### config.mk
export PLATFORM = sky130hd
export DESIGN_NAME = wav_pcm_stream_decoder
export DESIGN_NICKNAME = d
export VERILOG_FILES = /design/src/design/wpd_pkg.sv /design/src/design/wpd_parser.sv /design/src/design/wpd_sample_conv.sv /design/src/design/wav_pcm_stream_decoder.sv
export SDC_FILE = /design/constraint.sdc
export NUM_CORES = 2
export LEC_CHECK = 0
export BUFFER_PORTS_ARGS = -buffer_cell sky130_fd_sc_hd__buf_2
export CORE_ASPECT_RATIO = 1.5
export CORE_MARGIN = 1.5
export CORE_UTILIZATION = 50
export CTS_CLUSTER_DIAMETER = 120
export DETAILED_ROUTE_END_ITERATION = 6
export HOLD_SLACK_MARGIN = 0.08
export PLACE_DENSITY_LB_ADDON = 0.25
export SLEW_MARGIN = 15
export SYNTH_ARGS = -nofsm -noshare
export SYNTH_HDL_FRONTEND = slang
export SYNTH_SLANG_ARGS = --single-unit
### constraint.sdc
create_clock -name clk -period 22 [get_ports clk]
set_clock_uncertainty 0.05 [all_clocks]
set_input_delay 2.2 -clock clk [delete_from_list [all_inputs] [get_ports clk]]
set_output_delay 2.2 -clock clk [all_outputs]
set_load 0.01 [all_outputs]
### src/design/wpd_pkg.sv
// ----------------------------------------------------------------------------
// wpd_pkg
// Shared types, codes and helpers for the WAV PCM stream decoder.
// ----------------------------------------------------------------------------
package wpd_pkg;

    // Parser phases
    typedef enum logic [2:0] {
        PH_HEADER,
        PH_CHUNKHDR,
        PH_FMT,
        PH_DATA,
        PH_SKIP,
        PH_PAD,
        PH_STOP,
        PH_DONE
    } phase_t;

    // Status codes
    localparam logic [3:0] ST_OK          = 4'd0;
    localparam logic [3:0] ST_CHANNELS_REQ = 4'd1;
    localparam logic [3:0] ST_SHORT       = 4'd2;
    localparam logic [3:0] ST_NOT_RIFF    = 4'd3;
    localparam logic [3:0] ST_BAD_SIZE    = 4'd4;
    localparam logic [3:0] ST_FMT_SHORT   = 4'd5;
    localparam logic [3:0] ST_FORMAT      = 4'd6;
    localparam logic [3:0] ST_RATE        = 4'd7;
    localparam logic [3:0] ST_CHANNELS    = 4'd8;
    localparam logic [3:0] ST_DEPTH       = 4'd9;
    localparam logic [3:0] ST_MISSING     = 4'd10;
    localparam logic [3:0] ST_DATA_EARLY  = 4'd11;

    // Chunk tags, little-endian byte order
    localparam logic [31:0] TAG_RIFF = 32'h4646_4952;
    localparam logic [31:0] TAG_WAVE = 32'h4556_4157;
    localparam logic [31:0] TAG_FMT  = 32'h2074_6D66;
    localparam logic [31:0] TAG_DATA = 32'h6174_6164;

    // Format codes
    localparam logic [15:0] FMT_PCM   = 16'd1;
    localparam logic [15:0] FMT_FLOAT = 16'd3;

    // Register indexes
    localparam logic [1:0] REG_FILE_LENGTH = 2'd0;
    localparam logic [1:0] REG_SAMPLE_RATE = 2'd1;
    localparam logic [1:0] REG_CHANNELS    = 2'd2;

    // Register reset values
    localparam logic [31:0] RATE_RESET     = 32'd16000;
    localparam logic [15:0] CHANNELS_RESET = 16'd1;

    // Output queue depth and result pipeline length
    localparam int OUT_DEPTH   = 8;
    localparam int PIPE_STAGES = 4;

    // Frame request from the parser to the sample converter
    typedef struct packed {
        logic        sample_vld;
        logic        status_vld;
        logic [3:0]  code;
        logic        is_float;
        logic        stereo;
        logic [63:0] frame;
    } frame_evt_t;

    // Converted result
    typedef struct packed {
        logic        sample_vld;
        logic        status_vld;
        logic [3:0]  code;
        logic [31:0] bits;
    } result_t;

    // Leading zero count of a 27-bit word (27 when all zero)
    function automatic logic [4:0] lzc27(input logic [26:0] v);
        logic [4:0] n;
        n = 5'd27;
        for (int i = 0; i < 27; i++) begin
            if (v[i]) begin
                n = 5'(26 - i);
            end
        end
        return n;
    endfunction

endpackage

### src/design/wpd_parser.sv
// ----------------------------------------------------------------------------
// wpd_parser
// Byte-at-a-time RIFF/WAVE chunk walker; emits frame and status requests.
// ----------------------------------------------------------------------------
module wpd_parser (
    input  logic                clk,
    input  logic                rst_n,
    input  logic                accept,
    input  logic [7:0]          file_byte,
    input  logic                end_of_file,
    input  logic [31:0]         file_length,
    input  logic [31:0]         expected_sample_rate,
    input  logic [15:0]         requested_channels,
    output wpd_pkg::frame_evt_t evt
);

    wpd_pkg::phase_t     ph_reg, ph_next;
    logic [31:0]         pos_reg, pos_next;
    logic [31:0]         tag_reg, tag_next;
    logic [31:0]         len_reg, len_next;
    logic [31:0]         left_reg, left_next;
    logic [15:0]         fc_reg, fc_next;
    logic [15:0]         ch_reg, ch_next;
    logic [31:0]         rate_reg, rate_next;
    logic [15:0]         dep_reg, dep_next;
    logic                fmt_seen_reg, fmt_seen_next;
    logic                data_seen_reg, data_seen_next;
    logic [3:0]          err_reg, err_next;
    logic [63:0]         fb_reg, fb_next;
    logic [3:0]          fbc_reg, fbc_next;
    wpd_pkg::frame_evt_t evt_reg, evt_next;

    // Next state and requests
    always_comb
    begin
        logic [31:0] tag_w;
        logic [31:0] len_w;
        logic [31:0] remaining;
        logic [31:0] size;
        logic [31:0] off;
        logic [31:0] left_dec;
        logic [15:0] fc_w;
        logic [15:0] ch_w;
        logic [31:0] rate_w;
        logic [15:0] dep_w;
        logic        fmt_fail;
        logic [63:0] fb_w;
        logic [2:0]  fbc_inc;
        logic [3:0]  flen;

        ph_next        = ph_reg;
        pos_next       = pos_reg;
        tag_next       = tag_reg;
        len_next       = len_reg;
        left_next      = left_reg;
        fc_next        = fc_reg;
        ch_next        = ch_reg;
        rate_next      = rate_reg;
        dep_next       = dep_reg;
        fmt_seen_next  = fmt_seen_reg;
        data_seen_next = data_seen_reg;
        err_next       = err_reg;
        fb_next        = fb_reg;
        fbc_next       = fbc_reg;

        evt_next            = '0;
        evt_next.is_float   = (fc_reg == wpd_pkg::FMT_FLOAT);
        evt_next.stereo     = (ch_reg == 16'd2);

        tag_w     = '0;
        len_w     = '0;
        remaining = '0;
        size      = '0;
        off       = len_reg - left_reg;
        left_dec  = left_reg - 32'd1;
        fc_w      = fc_reg;
        ch_w      = ch_reg;
        rate_w    = rate_reg;
        dep_w     = dep_reg;
        fmt_fail  = 1'b0;
        fb_w      = fb_reg;
        fbc_inc   = fbc_reg[2:0] + 3'd1;
        flen      = (ch_reg == 16'd2) ? ((fc_reg == wpd_pkg::FMT_FLOAT) ? 4'd8 : 4'd4)
                                      : ((fc_reg == wpd_pkg::FMT_FLOAT) ? 4'd4 : 4'd2);

        if (accept && ph_reg != wpd_pkg::PH_DONE)
        begin
            // advance the byte position, holding at the top
            if (pos_reg != '1)
            begin
                pos_next = pos_reg + 32'd1;
            end

            if (requested_channels == 16'd1 && file_length >= 32'd12 &&
                pos_reg < file_length)
            begin
                case (ph_reg)
                    wpd_pkg::PH_HEADER:
                    begin
                        if (pos_reg < 32'd4 &&
                            file_byte != wpd_pkg::TAG_RIFF[8*pos_reg[1:0] +: 8])
                        begin
                            err_next = wpd_pkg::ST_NOT_RIFF;
                            ph_next  = wpd_pkg::PH_STOP;
                        end
                        else if (pos_reg >= 32'd8 && pos_reg < 32'd12 &&
                                 file_byte != wpd_pkg::TAG_WAVE[8*pos_reg[1:0] +: 8])
                        begin
                            err_next = wpd_pkg::ST_NOT_RIFF;
                            ph_next  = wpd_pkg::PH_STOP;
                        end
                        else if (pos_reg == 32'd11)
                        begin
                            ph_next  = wpd_pkg::PH_CHUNKHDR;
                            fbc_next = '0;
                        end
                    end

                    wpd_pkg::PH_CHUNKHDR:
                    begin
                        if (fbc_reg == 4'd0 &&
                            ({1'b0, pos_reg} + 33'd8) > {1'b0, file_length})
                        begin
                            // trailing bytes too few for a chunk header
                            ph_next = wpd_pkg::PH_STOP;
                        end
                        else
                        begin
                            tag_w = (fbc_reg == 4'd0) ? '0 : tag_reg;
                            len_w = (fbc_reg == 4'd0) ? '0 : len_reg;
                            if (fbc_reg < 4'd4)
                            begin
                                tag_w[8*fbc_reg[1:0] +: 8] = file_byte;
                            end
                            else
                            begin
                                len_w[8*fbc_reg[1:0] +: 8] = file_byte;
                            end
                            tag_next = tag_w;
                            len_next = len_w;
                            fbc_next = fbc_reg + 4'd1;

                            // header complete: open the chunk
                            if (fbc_reg == 4'd7)
                            begin
                                remaining = file_length - pos_reg - 32'd1;
                                if (len_w > remaining && tag_w != wpd_pkg::TAG_DATA)
                                begin
                                    err_next = wpd_pkg::ST_BAD_SIZE;
                                    ph_next  = wpd_pkg::PH_STOP;
                                end
                                else
                                begin
                                    size      = (len_w > remaining) ? remaining : len_w;
                                    len_next  = size;
                                    left_next = size;
                                    fbc_next  = '0;
                                    fb_next   = '0;
                                    if (tag_w == wpd_pkg::TAG_FMT && !data_seen_reg)
                                    begin
                                        if (size < 32'd16)
                                        begin
                                            err_next = wpd_pkg::ST_FMT_SHORT;
                                            ph_next  = wpd_pkg::PH_STOP;
                                        end
                                        else
                                        begin
                                            ph_next = wpd_pkg::PH_FMT;
                                        end
                                    end
                                    else if (tag_w == wpd_pkg::TAG_DATA && !data_seen_reg)
                                    begin
                                        if (!fmt_seen_reg)
                                        begin
                                            err_next = wpd_pkg::ST_DATA_EARLY;
                                            ph_next  = wpd_pkg::PH_STOP;
                                        end
                                        else
                                        begin
                                            data_seen_next = 1'b1;
                                            ph_next = (size == '0) ? wpd_pkg::PH_CHUNKHDR
                                                                   : wpd_pkg::PH_DATA;
                                        end
                                    end
                                    else
                                    begin
                                        ph_next = (size == '0) ? wpd_pkg::PH_CHUNKHDR
                                                               : wpd_pkg::PH_SKIP;
                                    end
                                end
                            end
                        end
                    end

                    wpd_pkg::PH_FMT:
                    begin
                        // capture the fmt fields
                        if (off == 32'd0)
                        begin
                            fc_w   = {8'd0, file_byte};
                            ch_w   = '0;
                            rate_w = '0;
                            dep_w  = '0;
                        end
                        else if (off == 32'd1)
                        begin
                            fc_w[15:8] = file_byte;
                        end
                        else if (off == 32'd2)
                        begin
                            ch_w[7:0] = file_byte;
                        end
                        else if (off == 32'd3)
                        begin
                            ch_w[15:8] = file_byte;
                        end
                        else if (off < 32'd8)
                        begin
                            rate_w[8*off[1:0] +: 8] = file_byte;
                        end
                        else if (off == 32'd14)
                        begin
                            dep_w[7:0] = file_byte;
                        end
                        else if (off == 32'd15)
                        begin
                            dep_w[15:8] = file_byte;
                        end
                        fc_next   = fc_w;
                        ch_next   = ch_w;
                        rate_next = rate_w;
                        dep_next  = dep_w;
                        left_next = left_dec;

                        // validate once the bit depth is in
                        if (off == 32'd15)
                        begin
                            fmt_fail = 1'b1;
                            if (fc_w != wpd_pkg::FMT_PCM && fc_w != wpd_pkg::FMT_FLOAT)
                            begin
                                err_next = wpd_pkg::ST_FORMAT;
                            end
                            else if (rate_w != expected_sample_rate)
                            begin
                                err_next = wpd_pkg::ST_RATE;
                            end
                            else if (ch_w != 16'd1 && ch_w != 16'd2)
                            begin
                                err_next = wpd_pkg::ST_CHANNELS;
                            end
                            else if (fc_w == wpd_pkg::FMT_PCM && dep_w != 16'd16)
                            begin
                                err_next = wpd_pkg::ST_DEPTH;
                            end
                            else if (fc_w == wpd_pkg::FMT_FLOAT && dep_w != 16'd32)
                            begin
                                err_next = wpd_pkg::ST_DEPTH;
                            end
                            else
                            begin
                                fmt_fail      = 1'b0;
                                fmt_seen_next = 1'b1;
                            end
                            if (fmt_fail)
                            begin
                                ph_next = wpd_pkg::PH_STOP;
                            end
                        end

                        if (!fmt_fail && left_dec == '0)
                        begin
                            ph_next  = len_reg[0] ? wpd_pkg::PH_PAD : wpd_pkg::PH_CHUNKHDR;
                            fbc_next = '0;
                        end
                    end

                    wpd_pkg::PH_DATA:
                    begin
                        // gather frame bytes, send a frame when full
                        fb_w[8*fbc_reg[2:0] +: 8] = file_byte;
                        if (fbc_inc == flen[2:0])
                        begin
                            evt_next.sample_vld = 1'b1;
                            evt_next.frame      = fb_w;
                            fb_next             = '0;
                            fbc_next            = '0;
                        end
                        else
                        begin
                            fb_next  = fb_w;
                            fbc_next = {1'b0, fbc_inc};
                        end
                        left_next = left_dec;
                        if (left_dec == '0)
                        begin
                            ph_next  = len_reg[0] ? wpd_pkg::PH_PAD : wpd_pkg::PH_CHUNKHDR;
                            fbc_next = '0;
                        end
                    end

                    wpd_pkg::PH_SKIP:
                    begin
                        left_next = left_dec;
                        if (left_dec == '0)
                        begin
                            ph_next  = len_reg[0] ? wpd_pkg::PH_PAD : wpd_pkg::PH_CHUNKHDR;
                            fbc_next = '0;
                        end
                    end

                    wpd_pkg::PH_PAD:
                    begin
                        ph_next  = wpd_pkg::PH_CHUNKHDR;
                        fbc_next = '0;
                    end

                    default:
                    begin
                    end
                endcase
            end

            // close the stream with a status
            if (end_of_file)
            begin
                evt_next.status_vld = 1'b1;
                if (requested_channels != 16'd1)
                begin
                    evt_next.code = wpd_pkg::ST_CHANNELS_REQ;
                end
                else if (file_length < 32'd12)
                begin
                    evt_next.code = wpd_pkg::ST_SHORT;
                end
                else if (err_next != wpd_pkg::ST_OK)
                begin
                    evt_next.code = err_next;
                end
                else if (ph_next == wpd_pkg::PH_HEADER)
                begin
                    evt_next.code = wpd_pkg::ST_SHORT;
                end
                else if (!fmt_seen_next || !data_seen_next)
                begin
                    evt_next.code = wpd_pkg::ST_MISSING;
                end
                else
                begin
                    evt_next.code = wpd_pkg::ST_OK;
                end
                ph_next = wpd_pkg::PH_DONE;
            end
        end
    end

    // State registers
    always_ff @(posedge clk or negedge rst_n)
    begin
        if (!rst_n)
        begin
            ph_reg         <= wpd_pkg::PH_HEADER;
            pos_reg        <= '0;
            tag_reg        <= '0;
            len_reg        <= '0;
            left_reg       <= '0;
            fc_reg         <= '0;
            ch_reg         <= '0;
            rate_reg       <= '0;
            dep_reg        <= '0;
            fmt_seen_reg   <= 1'b0;
            data_seen_reg  <= 1'b0;
            err_reg        <= wpd_pkg::ST_OK;
            fb_reg         <= '0;
            fbc_reg        <= '0;
            evt_reg        <= '0;
        end
        else
        begin
            ph_reg         <= ph_next;
            pos_reg        <= pos_next;
            tag_reg        <= tag_next;
            len_reg        <= len_next;
            left_reg       <= left_next;
            fc_reg         <= fc_next;
            ch_reg         <= ch_next;
            rate_reg       <= rate_next;
            dep_reg        <= dep_next;
            fmt_seen_reg   <= fmt_seen_next;
            data_seen_reg  <= data_seen_next;
            err_reg        <= err_next;
            fb_reg         <= fb_next;
            fbc_reg        <= fbc_next;
            evt_reg        <= evt_next;
        end
    end

    assign evt = evt_reg;

endmodule

### src/design/wpd_sample_conv.sv
// ----------------------------------------------------------------------------
// wpd_sample_conv
// Three-stage frame to single-precision converter: align, add, round.
// ----------------------------------------------------------------------------
module wpd_sample_conv (
    input  logic                clk,
    input  logic                rst_n,
    input  wpd_pkg::frame_evt_t evt,
    output wpd_pkg::result_t    res
);

    // Align stage registers
    logic        a_sample_reg, a_status_reg;
    logic [3:0]  a_code_reg;
    logic        a_bypass_reg;
    logic [31:0] a_val_reg;
    logic        a_halve_reg;
    logic        a_sign_reg;
    logic        a_sub_reg;
    logic [9:0]  a_exp_reg;
    logic [26:0] a_big_reg;
    logic [26:0] a_small_reg;

    // Add stage registers
    logic        b_sample_reg, b_status_reg;
    logic [3:0]  b_code_reg;
    logic        b_bypass_reg;
    logic [31:0] b_val_reg;
    logic        b_halve_reg;
    logic        b_sign_reg;
    logic        b_zsign_reg;
    logic [9:0]  b_exp_reg;
    logic [27:0] b_sum_reg;
    logic [4:0]  b_lz_reg;

    // Round stage registers
    logic        c_sample_reg;
    logic        c_status_reg;
    logic [3:0]  c_code_reg;
    logic [31:0] c_bits_reg;

    // Align: unpack, handle specials, shift the smaller operand
    logic        a_bypass_next;
    logic [31:0] a_val_next;
    logic        a_halve_next;
    logic        a_sign_next;
    logic        a_sub_next;
    logic [9:0]  a_exp_next;
    logic [26:0] a_big_next;
    logic [26:0] a_small_next;

    always_comb
    begin
        logic [31:0] fa;
        logic [31:0] fb;
        logic [31:0] x;
        logic [31:0] y;
        logic [7:0]  ex;
        logic [7:0]  ey;
        logic [23:0] mx;
        logic [23:0] my;
        logic [7:0]  d;
        logic [26:0] sm;
        logic [26:0] mask;
        logic [16:0] s17;
        logic [16:0] mag;

        fa   = evt.frame[31:0];
        fb   = evt.frame[63:32];
        x    = '0;
        y    = '0;
        ex   = '0;
        ey   = '0;
        mx   = '0;
        my   = '0;
        d    = '0;
        sm   = '0;
        mask = '0;
        s17  = '0;
        mag  = '0;

        a_bypass_next = 1'b0;
        a_val_next    = '0;
        a_halve_next  = 1'b0;
        a_sign_next   = 1'b0;
        a_sub_next    = 1'b0;
        a_exp_next    = '0;
        a_big_next    = '0;
        a_small_next  = '0;

        if (!evt.is_float)
        begin
            // PCM: exact integer sum scaled by the exponent
            if (evt.stereo)
            begin
                s17 = {fa[15], fa[15:0]} + {fa[31], fa[31:16]};
                a_exp_next = 10'd137;
            end
            else
            begin
                s17 = {fa[15], fa[15:0]};
                a_exp_next = 10'd138;
            end
            mag         = s17[16] ? (17'd0 - s17) : s17;
            a_sign_next = s17[16];
            a_big_next  = {10'd0, mag};
        end
        else if (!evt.stereo)
        begin
            a_bypass_next = 1'b1;
            a_val_next    = fa;
        end
        else if (fa[30:23] == 8'hFF || fb[30:23] == 8'hFF)
        begin
            // NaN and infinity operands
            a_bypass_next = 1'b1;
            if (fa[30:23] == 8'hFF && fa[22:0] != '0)
            begin
                a_val_next = fa | 32'h0040_0000;
            end
            else if (fb[30:23] == 8'hFF && fb[22:0] != '0)
            begin
                a_val_next = fb | 32'h0040_0000;
            end
            else if (fa[30:23] == 8'hFF && fb[30:23] == 8'hFF && fa[31] != fb[31])
            begin
                a_val_next = 32'hFFC0_0000;
            end
            else if (fa[30:23] == 8'hFF)
            begin
                a_val_next = fa;
            end
            else
            begin
                a_val_next = fb;
            end
        end
        else
        begin
            // order by magnitude so the larger one leads
            if (fb[30:0] > fa[30:0])
            begin
                x = fb;
                y = fa;
            end
            else
            begin
                x = fa;
                y = fb;
            end
            ex   = (x[30:23] == '0) ? 8'd1 : x[30:23];
            ey   = (y[30:23] == '0) ? 8'd1 : y[30:23];
            mx   = {x[30:23] != '0, x[22:0]};
            my   = {y[30:23] != '0, y[22:0]};
            d    = ex - ey;
            sm   = {my, 3'b000};
            if (d >= 8'd27)
            begin
                a_small_next = {26'd0, |my};
            end
            else
            begin
                mask = ~({27{1'b1}} << d[4:0]);
                a_small_next = (sm >> d[4:0]) | {26'd0, |(sm & mask)};
            end
            a_big_next   = {mx, 3'b000};
            a_exp_next   = {2'b00, ex};
            a_sign_next  = x[31];
            a_sub_next   = x[31] ^ y[31];
            a_halve_next = 1'b1;
        end
    end

    // Add: magnitude sum and leading zero count
    logic [27:0] b_sum_next;

    always_comb
    begin
        if (a_sub_reg)
        begin
            b_sum_next = {1'b0, a_big_reg} - {1'b0, a_small_reg};
        end
        else
        begin
            b_sum_next = {1'b0, a_big_reg} + {1'b0, a_small_reg};
        end
    end

    // Round: normalize, round to nearest even, then halve if asked
    logic [31:0] c_bits_next;

    always_comb
    begin
        logic [26:0] m;
        logic [9:0]  e1;
        logic [9:0]  e2;
        logic [9:0]  lim;
        logic [9:0]  sh;
        logic        up;
        logic [24:0] mr;
        logic [23:0] mt;
        logic [31:0] r;
        logic [23:0] sig;
        logic [23:0] q;

        m   = '0;
        e1  = '0;
        e2  = '0;
        lim = b_exp_reg - 10'd1;
        sh  = '0;
        mr  = '0;
        mt  = '0;
        r   = '0;
        sig = '0;
        q   = '0;

        if (b_sum_reg[27])
        begin
            m  = {b_sum_reg[27:2], b_sum_reg[1] | b_sum_reg[0]};
            e1 = b_exp_reg + 10'd1;
        end
        else
        begin
            sh = ({5'd0, b_lz_reg} < lim) ? {5'd0, b_lz_reg} : lim;
            m  = b_sum_reg[26:0] << sh;
            e1 = b_exp_reg - sh;
        end

        up = m[2] & (m[1] | m[0] | m[3]);
        mr = {1'b0, m[26:3]} + {24'd0, up};
        if (mr[24])
        begin
            e2 = e1 + 10'd1;
            mt = mr[24:1];
        end
        else
        begin
            e2 = e1;
            mt = mr[23:0];
        end

        if (e2 >= 10'd255)
        begin
            r = {b_sign_reg, 8'hFF, 23'd0};
        end
        else
        begin
            r = {b_sign_reg, mt[23] ? e2[7:0] : 8'd0, mt[22:0]};
        end

        if (b_sum_reg == '0)
        begin
            r = {b_zsign_reg, 31'd0};
        end

        // halve: step the exponent, or shift a small value with rounding
        if (b_halve_reg && r[30:23] != 8'hFF)
        begin
            if (r[30:23] >= 8'd2)
            begin
                r[30:23] = r[30:23] - 8'd1;
            end
            else
            begin
                sig = {r[30:23] != '0, r[22:0]};
                q   = (sig >> 1) + {23'd0, sig[0] & sig[1]};
                r   = {r[31], 7'd0, q};
            end
        end

        c_bits_next = b_bypass_reg ? b_val_reg : r;
    end

    // Pipeline registers
    always_ff @(posedge clk or negedge rst_n)
    begin
        if (!rst_n)
        begin
            a_sample_reg <= 1'b0;
            a_status_reg <= 1'b0;
            b_sample_reg <= 1'b0;
            b_status_reg <= 1'b0;
            c_sample_reg <= 1'b0;
            c_status_reg <= 1'b0;
        end
        else
        begin
            a_sample_reg <= evt.sample_vld;
            a_status_reg <= evt.status_vld;
            b_sample_reg <= a_sample_reg;
            b_status_reg <= a_status_reg;
            c_sample_reg <= b_sample_reg;
            c_status_reg <= b_status_reg;
        end
    end

    always_ff @(posedge clk)
    begin
        a_code_reg   <= evt.code;
        a_bypass_reg <= a_bypass_next;
        a_val_reg    <= a_val_next;
        a_halve_reg  <= a_halve_next;
        a_sign_reg   <= a_sign_next;
        a_sub_reg    <= a_sub_next;
        a_exp_reg    <= a_exp_next;
        a_big_reg    <= a_big_next;
        a_small_reg  <= a_small_next;

        b_code_reg   <= a_code_reg;
        b_bypass_reg <= a_bypass_reg;
        b_val_reg    <= a_val_reg;
        b_halve_reg  <= a_halve_reg;
        b_sign_reg   <= a_sign_reg;
        b_zsign_reg  <= a_sub_reg ? 1'b0 : a_sign_reg;
        b_exp_reg    <= a_exp_reg;
        b_sum_reg    <= b_sum_next;
        b_lz_reg     <= wpd_pkg::lzc27(b_sum_next[26:0]);

        c_code_reg   <= b_code_reg;
        c_bits_reg   <= c_bits_next;
    end

    assign res = {c_sample_reg, c_status_reg, c_code_reg, c_bits_reg};

endmodule

### src/design/wav_pcm_stream_decoder.sv
// ----------------------------------------------------------------------------
// wav_pcm_stream_decoder
// RIFF/WAVE byte stream to mono single-precision samples with a final status.
// ----------------------------------------------------------------------------
// The block takes one file byte per clock while in_ready is high. Each byte is
// parsed in the cycle it is accepted; a completed frame is then registered as a
// request and passes a three-stage float pipeline (align, add, round) into the
// output queue. The final status follows the last sample. in_ready stays high
// as long as the output queue can absorb everything in the pipeline, so with a
// ready consumer the rate is one byte per cycle; the queue depth sets how long
// a stalled consumer can be absorbed. Set file_length, expected_sample_rate and
// requested_channels over the APB port before the first byte.
module wav_pcm_stream_decoder #(
    parameter int OutDepth = wpd_pkg::OUT_DEPTH
) (
    input  logic        clk,
    input  logic        rst_n,
    // APB configuration
    input  logic        psel,
    input  logic        penable,
    input  logic        pwrite,
    input  logic [3:0]  paddr,
    input  logic [31:0] pwdata,
    output logic [31:0] prdata,
    output logic        pready,
    // byte input
    input  logic        in_valid,
    output logic        in_ready,
    input  logic [7:0]  file_byte,
    input  logic        end_of_file,
    // result output
    output logic        out_valid,
    input  logic        out_ready,
    output logic        is_status,
    output logic [31:0] sample_bits,
    output logic [3:0]  status_code
);

    localparam int PtrW = (OutDepth > 1) ? $clog2(OutDepth) : 1;
    localparam int CntW = $clog2(OutDepth + 1);

    logic [31:0] file_length_reg;
    logic [31:0] rate_reg;
    logic [15:0] channels_reg;

    wpd_pkg::frame_evt_t evt;
    wpd_pkg::result_t    res;

    logic [31:0]     q_mem_reg [OutDepth];
    logic [PtrW-1:0] wr_ptr_reg, rd_ptr_reg;
    logic [CntW-1:0] cnt_reg;
    logic            stat_pend_reg;
    logic [3:0]      stat_code_reg;

    logic accept;
    logic pop;
    logic push;

    // Configuration registers
    always_ff @(posedge clk or negedge rst_n)
    begin
        if (!rst_n)
        begin
            file_length_reg <= '0;
            rate_reg        <= wpd_pkg::RATE_RESET;
            channels_reg    <= wpd_pkg::CHANNELS_RESET;
        end
        else if (psel && penable && pwrite)
        begin
            case (paddr[3:2])
                wpd_pkg::REG_FILE_LENGTH: file_length_reg <= pwdata;
                wpd_pkg::REG_SAMPLE_RATE: rate_reg        <= pwdata;
                wpd_pkg::REG_CHANNELS:    channels_reg    <= pwdata[15:0];
                default:
                begin
                end
            endcase
        end
    end

    // Register readback
    always_comb
    begin
        case (paddr[3:2])
            wpd_pkg::REG_FILE_LENGTH: prdata = file_length_reg;
            wpd_pkg::REG_SAMPLE_RATE: prdata = rate_reg;
            wpd_pkg::REG_CHANNELS:    prdata = {16'd0, channels_reg};
            default:                  prdata = '0;
        endcase
    end

    assign pready = 1'b1;

    // Accept a byte only while the queue can take the whole pipeline
    assign in_ready = (32'(cnt_reg) + 32'(wpd_pkg::PIPE_STAGES)) < 32'(OutDepth);
    assign accept   = in_valid && in_ready;

    wpd_parser u_parser (
        .clk                  (clk),
        .rst_n                (rst_n),
        .accept               (accept),
        .file_byte            (file_byte),
        .end_of_file          (end_of_file),
        .file_length          (file_length_reg),
        .expected_sample_rate (rate_reg),
        .requested_channels   (channels_reg),
        .evt                  (evt)
    );

    wpd_sample_conv u_conv (
        .clk   (clk),
        .rst_n (rst_n),
        .evt   (evt),
        .res   (res)
    );

    // Output queue: samples first, then the held status
    assign push = res.sample_vld;
    assign pop  = out_valid && out_ready && (cnt_reg != '0);

    always_ff @(posedge clk)
    begin
        if (push)
        begin
            q_mem_reg[wr_ptr_reg] <= res.bits;
        end
    end

    always_ff @(posedge clk or negedge rst_n)
    begin
        if (!rst_n)
        begin
            wr_ptr_reg    <= '0;
            rd_ptr_reg    <= '0;
            cnt_reg       <= '0;
            stat_pend_reg <= 1'b0;
            stat_code_reg <= wpd_pkg::ST_OK;
        end
        else
        begin
            if (push)
            begin
                wr_ptr_reg <= (32'(wr_ptr_reg) == OutDepth - 1) ? '0
                                                                : wr_ptr_reg + PtrW'(1);
            end
            if (pop)
            begin
                rd_ptr_reg <= (32'(rd_ptr_reg) == OutDepth - 1) ? '0
                                                                : rd_ptr_reg + PtrW'(1);
            end
            if (push && !pop)
            begin
                cnt_reg <= cnt_reg + CntW'(1);
            end
            else if (pop && !push)
            begin
                cnt_reg <= cnt_reg - CntW'(1);
            end

            // hold the status until the queue has drained and it is taken
            if (res.status_vld)
            begin
                stat_pend_reg <= 1'b1;
                stat_code_reg <= res.code;
            end
            else if (out_valid && out_ready && cnt_reg == '0)
            begin
                stat_pend_reg <= 1'b0;
            end
        end
    end

    assign out_valid   = (cnt_reg != '0) || stat_pend_reg;
    assign is_status   = (cnt_reg == '0);
    assign sample_bits = (cnt_reg != '0) ? q_mem_reg[rd_ptr_reg] : '0;
    assign status_code = (cnt_reg == '0) ? stat_code_reg : wpd_pkg::ST_OK;

endmodule
# ---- Word level (Yosys, flattened, before mapping)
# Memory sizes are Yosys's and may differ from the RTL's.
# Index checks and enable logic that the tools add are counted.
dict set report word_totals {
  ram_bits 256
  output_inout_bits 72
  input_bits 52
  wordCells 503
  n_memories 1
  register_bits 681
}
dict set report op_classes {
  n_addsub 28
  n_reduce_logical 80
  bitwise 12
  order_cmp 17
  muxes 245
  n_shift 11
  n_eq_ne 49
}
# memory depth width rd rd_ports_with_merged_regs write_ports line_no
set mem_list {}
lappend mem_list {q_mem_reg 8 32 1 0 1 wav_pcm_stream_decoder.sv:49} ;# logic [31:0] q_mem_reg [OutDepth];
# operator count
set op_table {}
lappend op_table {{$mux 32} 43}
lappend op_table {{$mux 64} 8}
lappend op_table {{$mux 16} 13}
lappend op_table {{$mux 4} 49}
lappend op_table {{$mux 8} 20}
lappend op_table {{$pmux 64 s2} 1}
lappend op_table {{$mux 17} 6}
lappend op_table {{$bwmux 32} 3}
lappend op_table {{$eq 32x4->1 const B} 3}
lappend op_table {{$logic_not 32->1} 3}
lappend op_table {{$lt 32x4->1 const B} 3}
lappend op_table {{$pmux 32 s3} 1}
lappend op_table {{$mux 3} 30}
lappend op_table {{$neg 5->34} 2}
lappend op_table {{$shift 8x34->32 const A} 2}
lappend op_table {{$shiftx 8x34->32} 2}
lappend op_table {{$bwmux 64} 1}
lappend op_table {{$eq 32x2->1 const B} 2}
lappend op_table {{$ge 32x4->1 const B} 2}
lappend op_table {{$pmux 32 s2} 1}
lappend op_table {{$shift 8x34->64 const A} 1}
lappend op_table {{$shiftx 32x6->8 const A} 2}
lappend op_table {{$shiftx 8x34->64} 1}
lappend op_table {{$sub 32x1->32 const B} 2}
lappend op_table {{other kinds (105)} 241}

# ---- Longest topological paths before layout
dict set report logic_depth {
  depth_word 40
  mapped_depth 42
  mapped_depth_nobuf 36
}

# ---- Modules after synthesis
# From an unflattened synthesis, not the netlist that was laid out.
dict set report unflattened {
  cells_unflattened 6386
  hier_area_um2 58514.9
}
# module instances seq_area_each_um2 area_per_inst_um2 cells_per_inst
set by_module_without_submodules {}
lappend by_module_without_submodules {wpd_parser 1 8933.6 26848.2 3456}
lappend by_module_without_submodules {wpd_sample_conv 1 4534.3 17544.3 2211}
lappend by_module_without_submodules {wav_pcm_stream_decoder 1 10073.4 14122.3 719}

# ---- Worst setup path before layout
# No wires, ideal clock.
dict set report synth_timing {
  path_kind {flip-flop to flip-flop}
  from {register u_conv.b_exp_reg[0]}
  to {register u_conv.c_bits_reg[20]}
  path_buffers 6
  setup_time_ns 0.074
  path_slack_ns 13.598
  period_less_slack_ns 8.402
  arrival_time_ns 8.278
  t_required_ns 21.876
  path_stages_with_launch 41
  path_cell_list {dfxtp_1 > clkinv_1 > clkbuf_1 > clkbuf_1 > ha_1 > xor2_1 > inv_1 > ha_1 > o211ai_1 > a21o_1 > a21o_1 > clkbuf_1 > nor4_1 > or2_0 > clkbuf_1 > buf_2 > ha_1 > nor2b_1 > [... 5 more ...] > o21bai_1 > a21oi_1 > xor2_1 > nor3_1 > xnor2_1 > o41ai_4 > o21ai_2 > buf_2 > nor2_1 > and3_1 > ha_1 > nand2_1 > nor2_1 > nand3_1 > nor3b_2 > a31oi_1 > or3b_1 > a31oi_1}
}
dict set report synth_between {
  elab_chain_len 18
  elab_cells_between_ends 27
  classes_between {6 x add/sub; 3 x order compare; 1 x eq/ne; 1 x shift; 11 x mux; 4 x bitwise; 1 x reduce/logical}
}
# item line_no
set synth_rtl {}
lappend synth_rtl {{start: declaration} wpd_sample_conv.sv:32} ;# logic [9:0] b_exp_reg;
lappend synth_rtl {{start signal: assignment} wpd_sample_conv.sv:315} ;# b_exp_reg <= a_exp_reg;
lappend synth_rtl {{$sub 10x1->10} wpd_sample_conv.sv:209} ;# lim = b_exp_reg - 10'd1;
lappend synth_rtl {{$lt 5x10->1} wpd_sample_conv.sv:224} ;# sh = ({5'd0, b_lz_reg} < lim) ? {5'd0, b_lz_reg} : lim;
lappend synth_rtl {{$mux 10} wpd_sample_conv.sv:224}
lappend synth_rtl {{$shl 27x10->27} wpd_sample_conv.sv:225} ;# m = b_sum_reg[26:0] << sh;
lappend synth_rtl {{$mux 27} wpd_sample_conv.sv:217} ;# if (b_sum_reg[27])
lappend synth_rtl {{$or 1x1->1 (2 in a row)} wpd_sample_conv.sv:229} ;# up = m[2] & (m[1] | m[0] | m[3]);
lappend synth_rtl {{$and 1x1->1} wpd_sample_conv.sv:229}
lappend synth_rtl {{$add 24x1->25} wpd_sample_conv.sv:230} ;# mr = {1'b0, m[26:3]} + {24'd0, up};
lappend synth_rtl {{[... 2 more ...]} n/a}
lappend synth_rtl {{$mux 31 (*)} wpd_sample_conv.sv:242} ;# if (e2 >= 10'd255)
lappend synth_rtl {{$mux 32 (*)} wpd_sample_conv.sv:251} ;# if (b_sum_reg == '0)
lappend synth_rtl {{$and 1x1->1} wpd_sample_conv.sv:266} ;# q = (sig >> 1) + {23'd0, sig[0] & sig[1]};
lappend synth_rtl {{$add 23x1->24} wpd_sample_conv.sv:266}
lappend synth_rtl {{$mux 23} wpd_sample_conv.sv:259} ;# if (r[30:23] >= 8'd2)
lappend synth_rtl {{$mux 31 (*)} wpd_sample_conv.sv:257} ;# if (b_halve_reg && r[30:23] != 8'hFF)
lappend synth_rtl {{$mux 32 (*)} wpd_sample_conv.sv:271} ;# c_bits_next = b_bypass_reg ? b_val_reg : r;
lappend synth_rtl {{named net u_conv.c_bits_next[20]} wpd_sample_conv.sv:190} ;# logic [31:0] c_bits_next;
lappend synth_rtl {{end signal: assignment} wpd_sample_conv.sv:320} ;# c_bits_reg <= c_bits_next;
lappend synth_rtl {{end: declaration} wpd_sample_conv.sv:40} ;# logic [31:0] c_bits_reg;
# Mark *: on every way through the listed nets, which the timed path passes. The rest lies on a longest branch.
# A chain may end at the register's enable or synchronous reset.

==> impl_metrics.env <==
export IMPL_synthMuxAreaShare=0.0742
export IMPL_maxCapViolCount=0
export IMPL_die_w_um=280
export IMPL_ctsRootBufferMaster="clkbuf_16"
export IMPL_use_met3=0.0495
export IMPL_fp_row_count=152
export IMPL_setup_tns_ns=0
export IMPL_syn_inst=6287
export IMPL_synth_xor_area_frac=0.0377
export IMPL_place_ws_ns=11.09
export IMPL_cp_end_kind="flip-flop"
export IMPL_outcome="complete, but fails checks"
export IMPL_syn_area_mm2=0.0575
export IMPL_ant_nets=0
export IMPL_hp_class="reg -> reg"
export IMPL_synthFlopType="dfrtp_1"
export IMPL_startpoint_type="flip-flop"
export IMPL_grt_max_degree=138
export IMPL_seq_power_share=0.439
export IMPL_synth_top_family_by_area="compound AO/OA/AOI/OAI gates"
export IMPL_finalHoldWorstSlack_ns=0.228
export IMPL_clk_pin_slew_ns=0.07
export IMPL_synthArstFlopShare=0.491
export IMPL_cts_tree="yes"
export IMPL_grt_pass1_vias=48600
export IMPL_critPathMaxFanout=23
export IMPL_ys_ff_latch=933
export IMPL_leakagePower_nw=25.8
export IMPL_rsz0062_at_grt="false"
export IMPL_clock_power_share=0.363
export IMPL_num_nets_final=6620
export IMPL_worst_slack_ns=10.66
export IMPL_power_density_mw_per_mm2=70.3
export IMPL_vdd_drop_max_v=0.0000638
export IMPL_internal_power_mw=3.04
export IMPL_hold_violations=0
export IMPL_synth_area_per_cell_um2=9.15
export IMPL_ys_types=113
export IMPL_p_switching_mw=1.38
export IMPL_clockBufferDepth=3
export IMPL_yosys_area_share_simple=0.183
export IMPL_gr_total_overflow=0
export IMPL_critPathSlowestCell="nor4_1"
export IMPL_worst_ep_required_time_ns=22.48
export IMPL_antenna_found_initial=3
export IMPL_num_vias=49900
export IMPL_drt_total_wl_um=196000
export IMPL_dr_pass1_iters=7
export IMPL_drt_iter0_drc=4613
export IMPL_gp_congestion=1.06
export IMPL_track_usage=0.329
export IMPL_initial_core_util=0.503
export IMPL_final_max_slew_violation_count=0
export IMPL_clock_sinks=933
export IMPL_mostFrequentLayoutCell="nand2_1"
export IMPL_pin_count=124
export IMPL_place_hpwl_um=145000
export IMPL_use_met2=0.580
export IMPL_cts_setup_buffers=0
export IMPL_timing_fmax_ghz=0.0882
export IMPL_final_cell_mix="nand2_1, nor2_1, dfrtp_1"
export IMPL_dieArea_mm2=0.117
export IMPL_clkLatencyLatePin_ns=0.75
export IMPL_die_h_um=418
export IMPL_synth_edf_count=256
export IMPL_fin_crit_sh=0.515
export IMPL_area_growth_pct=9.14
export IMPL_synthesis_nets=6633
export IMPL_yosysWarningCount=0
export IMPL_relSlewSlack=0.214
export IMPL_met1_usage=0.341
export IMPL_worstMarginPinSlew_ns=1.17
export IMPL_drive_gt1_frac=0.0976
export IMPL_top_usage_layer="met2"
export IMPL_p_comb_frac=0.198
export IMPL_largest_register_ffs=256
export IMPL_setup_viol=0
export IMPL_numCtsBuffers=89
export IMPL_wl_per_cell_um=24.8
export IMPL_path_class="reg -> reg"
export IMPL_placed_area_mm2=0.0597
export IMPL_holdBufCountCts=0
export IMPL_arrival_ns=11.82
export IMPL_fin_crit_ns=11.34
export IMPL_violations="design-rule violations"
export IMPL_grt_pass1_wl_um=293000
export IMPL_cts_resized=0
export IMPL_viasPerCell=6.32
export IMPL_synth_adder_area_share=0.0648
export IMPL_clock_tree_htree_level_count=3
export IMPL_max_stage_delay_ns=0.91
export IMPL_drc=2
export IMPL_core_mm2=0.114
export IMPL_design_area_mm2=0.0628
export IMPL_synth_compound_area_share=0.190
export IMPL_io_buffers=120
export IMPL_swShare=0.311
export IMPL_yosysSeqAreaShare=0.409
-- routing by layer --
metal  share of wire  vias to the layer above
met5               0                        -
met4            0.10                        0
met3           0.055                      780
met2            0.50                     2071
met1            0.35                    24100
li1                -                    23000
-- through the flow --
step,power [mW],instances,util
2_1_floorplan,2.51,6287,-
3_3_place_gp,2.83,7723,0.522
3_5_place_dp,2.84,7723,0.522
4_1_cts,4.43,7890,0.549
5_1_grt,4.58,7891,0.549
6_report,4.42,7893,0.549
-- cells in the mapped netlist, drive strengths merged, types with 62 or more instances --
master	number	area, µm²
mux4	65	1460
dfrtp	451	11300
a21oi	392	1970
a21o	105	788
nand4	92	582
a31oi	71	444
nand2b	72	450
xnor2	186	1630
mux2i	200	2010
a22o	113	990
clkbuf	252	946
nor2	467	1760
inv	298	1120
dfxtp	219	4380
xor2	62	543
mux2	71	800
edfxtp	256	7690
nor2b	64	400
ha	287	3590
nor4	127	822
nor3	153	803
nand2	761	2860
and3	69	437
o21ai	467	2340
nand3	150	751
-- power by group through the flow --
stage	sequential, mW	clock [mW]	combinational [mW]
after floorplan	1.90	0	0.608
after global placement	1.97	0	0.857
after detailed placement	1.97	0	0.866
after CTS	1.94	1.63	0.871
after global routing	1.94	1.69	0.943
final	1.94	1.60	0.873
-- area by class of cell --
class	count	area (µm²)
diodes	3	7.51
inverters	301	1130
clock buffers	122	2530
multi-input cells	4740	31800
flip-flops and latches	933	23500
fillers	10300	51500
repair buffers	209	1290
clock inverters	45	549
well taps	1540	1930
-- cell families (layout without fill, tap and decap cells) --
group,after synthesis,after routing
and+or+nand+nor,2187,2187
DFF,933,933
adders and majority gates,294,294
other,1,4
xor gates and xnor gates,248,248
muxes,336,336
AOI/OAI and AO/OA,1674,1674
buffers and inverters,614,677
-- final timing paths --
| path | startpoint | end | slack [ns] | cells past startpoint |
|---|---|---|---|---|
| max | file_length_reg[2]$_DFFE_PN0P_ | u_parser.evt[67]$_DFF_PN0_ | 10.66 | 29 |
| min | u_conv.a_val_reg[7]$_SDFF_PN0_ | u_conv.b_val_reg[7]$_DFF_P_ | 0.23 | 0 |
| max reg2reg | file_length_reg[2]$_DFFE_PN0P_ | u_parser.evt[67]$_DFF_PN0_ | 10.66 | 29 |
| min reg2reg | u_conv.a_val_reg[7]$_SDFF_PN0_ | u_conv.b_val_reg[7]$_DFF_P_ | 0.23 | 0 |
| max in group asynchronous | rst_n | u_parser.evt[7]$_DFF_PN0_ | 18.05 | 3 |
| min in group asynchronous | rst_n | rate_reg[15]$_DFFE_PN0P_ | 1.44 | 1 |
-- worst max-delay path, delay by kind of cell, from the launching register on --
kind / cells / cell delay, ns
fa+ha+maj: 2 / 0.78
flops: 1 / 0.54
buf+inv: 1 / 0.26
mux: 1 / 0.59
simple gates: 13 / 5.33
compound gates: 12 / 3.54
(Power assumes the default switching activity.)
